File: config.mk
export PLATFORM = sky130hd
export DESIGN_NAME = bgi_ram
export DESIGN_NICKNAME = d
export VERILOG_FILES = /design/src/bilinear_grid_interpolation_defines.svh /design/src/bgi_ram.sv
export SDC_FILE = /design/constraint.sdc
export NUM_CORES = 2
export LEC_CHECK = 0
export BUFFER_PORTS_ARGS = -buffer_cell sky130_fd_sc_hd__buf_4
export CAP_MARGIN = 25
export CORE_UTILIZATION = 30
export DETAILED_ROUTE_END_ITERATION = 6
export PLACE_DENSITY = 0.44
export RECOVER_POWER = 100
export SKIP_LAST_GASP = 1
export SYNTH_ARGS = -nofsm -noshare
export SYNTH_HDL_FRONTEND = slang
export SYNTH_SLANG_ARGS = --single-unit
File: constraint.sdc
create_clock -name clk -period 11.9 [get_ports clk]
set_input_delay 2.38 -clock clk [delete_from_list [all_inputs] [get_ports clk]]
set_output_delay 2.38 -clock clk [all_outputs]
set_load 0.005 [all_outputs]
File: src/bilinear_grid_interpolation_defines.svh
// assertion macros for the bilinear grid interpolation block
`ifndef BILINEAR_GRID_INTERPOLATION_DEFINES_SVH
`define BILINEAR_GRID_INTERPOLATION_DEFINES_SVH
// assert that a condition implies a consequence in the same cycle
`define BGI_ASSERT_IMPLY(label, clk, rst_n, cond, cons, msg) \
    label: assert property (@(posedge clk) disable iff (!rst_n) (cond) |-> (cons)) \
        else $error(msg);
// assert that a condition implies a consequence in the next cycle
`define BGI_ASSERT_NEXT(label, clk, rst_n, cond, cons, msg) \
    label: assert property (@(posedge clk) disable iff (!rst_n) (cond) |=> (cons)) \
        else $error(msg);
`endif

File: src/bgi_ram.sv
// generic single port ram with registered read
module bgi_ram #(
    parameter int WIDTH = 32,
    parameter int DEPTH = 64
) (
    input  logic                     clk,
    input  logic                     we,
    input  logic [$clog2(DEPTH)-1:0] addr,
    input  logic [WIDTH-1:0]         wdata,
    output logic [WIDTH-1:0]         rdata
);
    logic [WIDTH-1:0] mem [DEPTH];

    // write or read one entry per cycle
    always_ff @(posedge clk)
    begin
        if (we)
        begin
            mem[addr] <= wdata;
        end
        rdata <= mem[addr];
    end
endmodule

# == Yosys cells after proc, flatten, opt, wreduce, memory -nomap -nowiden ==
# Memory sizes are Yosys's and may differ from the RTL's. A register that Yosys moved wholly into a read port is not among the register bits.
# Index checks and enable logic that the tools add are counted.
# classes
addsub,0
multipliers,0
div_mod_pow,0
magnitude_cmp,0
eq_ne,0
n_shift,0
muxes,2
bitwise,0
reduce_logical,0
# op_table
operator,count
$mux 1,2
# word_totals
register_bits,0
latchBits,0
ram_bits,2048
mem_bits_ro,0
inputBits,40
word_cells,3
n_memories,1
# mem_list
name,words,word_bits,read_ports,rd_ports_with_merged_regs,write_ports,line_no,text
mem,64,32,1,1,1,bgi_ram.sv:12,logic [WIDTH-1:0] mem [DEPTH];

# == Depth between registers and ports, before layout ==
# logic_depth
depth_word,2
mapped_depth,13

# == Least setup slack after synthesis ==
# OpenSTA, ideal clock, no wires.
# synth_path
kind,in2reg
from,in addr[2]
to,"mem mem[15][0], enable pin"
setup_time_ns,0.421
arrival_time_ns,5.198
t_required_ns,11.479
slack_ns,6.281
cell_stages,8
n_path_buf,6
cell_sequence,buf_2 > buf_2 > buf_2 > buf_2 > buf_2 > buf_2 > nand3_1 > nor2_1
# synth_rtl
element,line_no,text
from (decl),bgi_ram.sv:8,"input logic [$clog2(DEPTH)-1:0] addr,"
to (decl),bgi_ram.sv:12,
# No word-level cell before the write port.

# == Final worst setup path ==
# layout_path
from,in addr[2]
to,"mem mem[13][24], enable pin"
# No word-level cell before the write port.

==> summary.txt <==
Run status
  • Status: finished, violations left
  • Failing checks: DRC, capacitance limit, slew limit

Clock tree
  • CTS clk-pin slew, worst paths: 0.06 ns
  • Insertion delay to the later sink of the worst-skew pair: between 0.8 and 0.9 ns
  • Postcts setup bufs: 0
  • Clock tree buffer depth: 3
  • CTS buffer count: roughly 210
  • Htree depth: 4
  • CTS tree: done
  • Root buffer cell: clkbuf_16
  • Hold-fix buffers, CTS: 0
  • Post-CTS Resized: 0
  • CTS sink count: 2,080

Timing
  • Relative slew margins: -162%
  • Setup ws final: about 3.3 ns
  • RSZ-0062 raised after global routing: no
  • Fmax: 0.116 GHz
  • Final Skew: roughly 0.04 ns
  • Final period util: between 70% and 80%
  • Pins Over Slew Limit: 3,202
  • Worst Tran Pin Value: ~4 ns
  • Fin crit period: between 8 and 9 ns
  • Final Setup Violations: 0
  • Setup TNS: 0 ns
  • Final Hold Slack: 0.674 ns
  • Hold Fails Final Rpt: 0

Setup path
  • Reg2reg path depth: 5
  • Crit path DAT: 9.09 ns
  • WP data required: 12.36 ns
  • Worst-path fanout max: 74
  • CP Class: in2reg
  • Worst setup SP type: input port
  • Worst setup EP type: register

Global route
  • Global route hottest layer: met2
  • Met1 GRT Util: a little over a quarter
  • Met2 Use GR: 30.3%
  • Pin count of the biggest net entering global routing: about 120
  • Grt total ovfl: 0
  • Met3 Usage GRT: 2.78%
  • GRT Resource Usage Total: 18.6%
  • Antenna violations before repair: 13
  • Vias in the first global route: 42,400
  • First-pass GRT wire length: about 350,000 um

Die
  • Die height: 515 um
  • Ports: 72
  • Die footprint: 265,000 um2
  • Std-Cell Rows: between 150 and 200
  • Core ar.: 261,000 um2
  • Initial Util: 30.3%
  • Die W: 515 um

Detailed routing
  • Via count: 42,400
  • Drt via density: ~5.3
  • WL final: around 250,000 um
  • ANT nets after route: 0
  • Routed WL per cell: slightly above 30 um
  • Iteration-0 DRC Markers: 4,148
  • Drt pass-1 iters: 7
  • # DRC: 2

Flow run
  • Max Cap Viol: 74

Place
  • RePlAce Congestion: a little under 0.8
  • PortBufs: 71
  • Final HPWL DP: ~140,000 um
  • Place WS: 4.96 ns

Power
  • Pwr Total: 15.5 mW
  • VDD IR max: 0.160 mV
  • Leak: 28.3 nW
  • PwrDens: 172 nW/um2

Finish
  • FF/Latch Area: 62,100 um2
  • Fillers: around 25,000
  • Share of cells above drive strength 1: 16.4%
  • Synth-to-Final Area Change: 14.8%
  • Nets: 4,401
  • Fin util: 34.8%
  • Footprint of the multi-input gates: 16,000 um2

Hold path
  • Hold Path Depth: 4
  • Hold/Removal Path Class: reg2reg

Logic synthesis
  • Sequential share of the synthesized area: 78.7%
  • Post-synth EDFFs: 2,048
  • Synth warn: 0
  • Top_reg_cell synth: edfxtp_1
  • Synth top area cells: edfxtp_1 78%, mux2i_1 3.3%, mux4_2 2.7%
  • Syn_area_per_cell: 18.6 um2
  • Synth unique cells: 56
  • Largest area contributor in the netlist: edfxtp_1
  • Post-Syn Instances: between 4,000 and 5,000
  • #FFs+latches synth: 2,080
  • Post-synth top area share: 77.9%
  • Synth Net Count: roughly 4,300
  • Post-Syn Area: 78,900 um2
  • Asr flop ratio synth: 0%
-- cell families (layout without fill, tap and decap cells) --
logic type	after synthesis	count (layout)	share of synthesized area, %
other cells	0	9	0
mux	502	502	8.12
flops	2080	2080	78.7
buf+inv	300	602	1.68
compound gates	933	933	8.66
simple gates	424	424	2.81
-- path summary, 6_finish.rpt --
kind,end,startpoint,slack (ns)
worst min-delay path,rdata[22]$_DFF_P_,mem[58][22]$_DFFE_PP_,0.67
worst max register to register,rdata[12]$_DFF_P_,mem[55][12]$_DFFE_PP_,8.54
worst min register to register,rdata[22]$_DFF_P_,mem[58][22]$_DFFE_PP_,0.67
worst max-delay path,mem[13][24]$_DFFE_PP_,addr[2],3.27
-- cells in the final DEF, fill, tap and decap left out, types with 16 or more instances in the layout --
cell type	instances
nor2_1	88
o21ai_0	84
a22oi_1	188
clkbuf_16	213
a222oi_1	16
clkbuf_1	133
a221oi_1	175
nand3_1	53
buf_4	94
o22a_1	70
mux2_2	147
bufinv_16	18
nand2_1	27
clkinv_1	48
clkbuf_4	18
nor3_1	19
a31oi_1	43
dfxtp_1	32
o22ai_1	93
clkinv_2	40
mux2i_1	259
edfxtp_1	2048
mux4_2	96
nor2_4	54
a211oi_1	17
and3_1	85
a21oi_1	121
a22o_1	66
-- state kept, by name, indices dropped and copies added (netlist names) --
name and count:
rdata 32, mem 2048
-- cells in the mapped netlist, types with 83 or more instances --
| library cell | number |
|---|---|
| buf_2 | 83 |
| clkbuf_1 | 168 |
| a22oi_1 | 188 |
| mux4_2 | 96 |
| o21ai_0 | 84 |
| a21oi_1 | 121 |
| o22ai_1 | 93 |
| nor2_1 | 145 |
| mux2i_1 | 259 |
| a221oi_1 | 175 |
| and3_1 | 85 |
| edfxtp_1 | 2048 |
| mux2_2 | 147 |
-- routing by layer --
| metal | wire, um | part of all wire [%] |
|---|---|---|
| met5 | 0 | 0 |
| met4 | 4840 | 1.9 |
| met3 | 13200 | 5.3 |
| met2 | 119000 | 48 |
| met1 | 113000 | 45 |
-- where the power goes --
part | internal, mW | switching, mW | total, mW
Combinational | 0.228 | 0.569 | 0.797
Sequential | 8.13 | 0.0459 | 8.18
Clock | 3.72 | 2.84 | 6.56
-- area by class of cell --
cell class | count | share of cell area (%)
Inverter | 2 | 0.0166
Antenna cell | 9 | 0.0249
Clock buffer | 269 | 6.21
Multi-Input combinational cell | 1859 | 17.6
Tap cell | 3496 | 4.83
Clock inverter | 122 | 1.22
Timing Repair Buffer | 209 | 1.46
Sequential cell | 2080 | 68.6
-- worst max-delay path: stages --
cell      delay (ns)
buf_8           0.52
clkbuf_1        2.62
nand3_1         1.73
nor2_4          0.98
buf_4           0.53
-- through the flow --
stage               area (um2)  instances
global placement         84200       7637
detailed placement       84200       7645
finish                   90600       8046
global route             90600       8039
floorplan                78900       4239
CTS                      91000       8036
(Power assumes the default switching activity.)
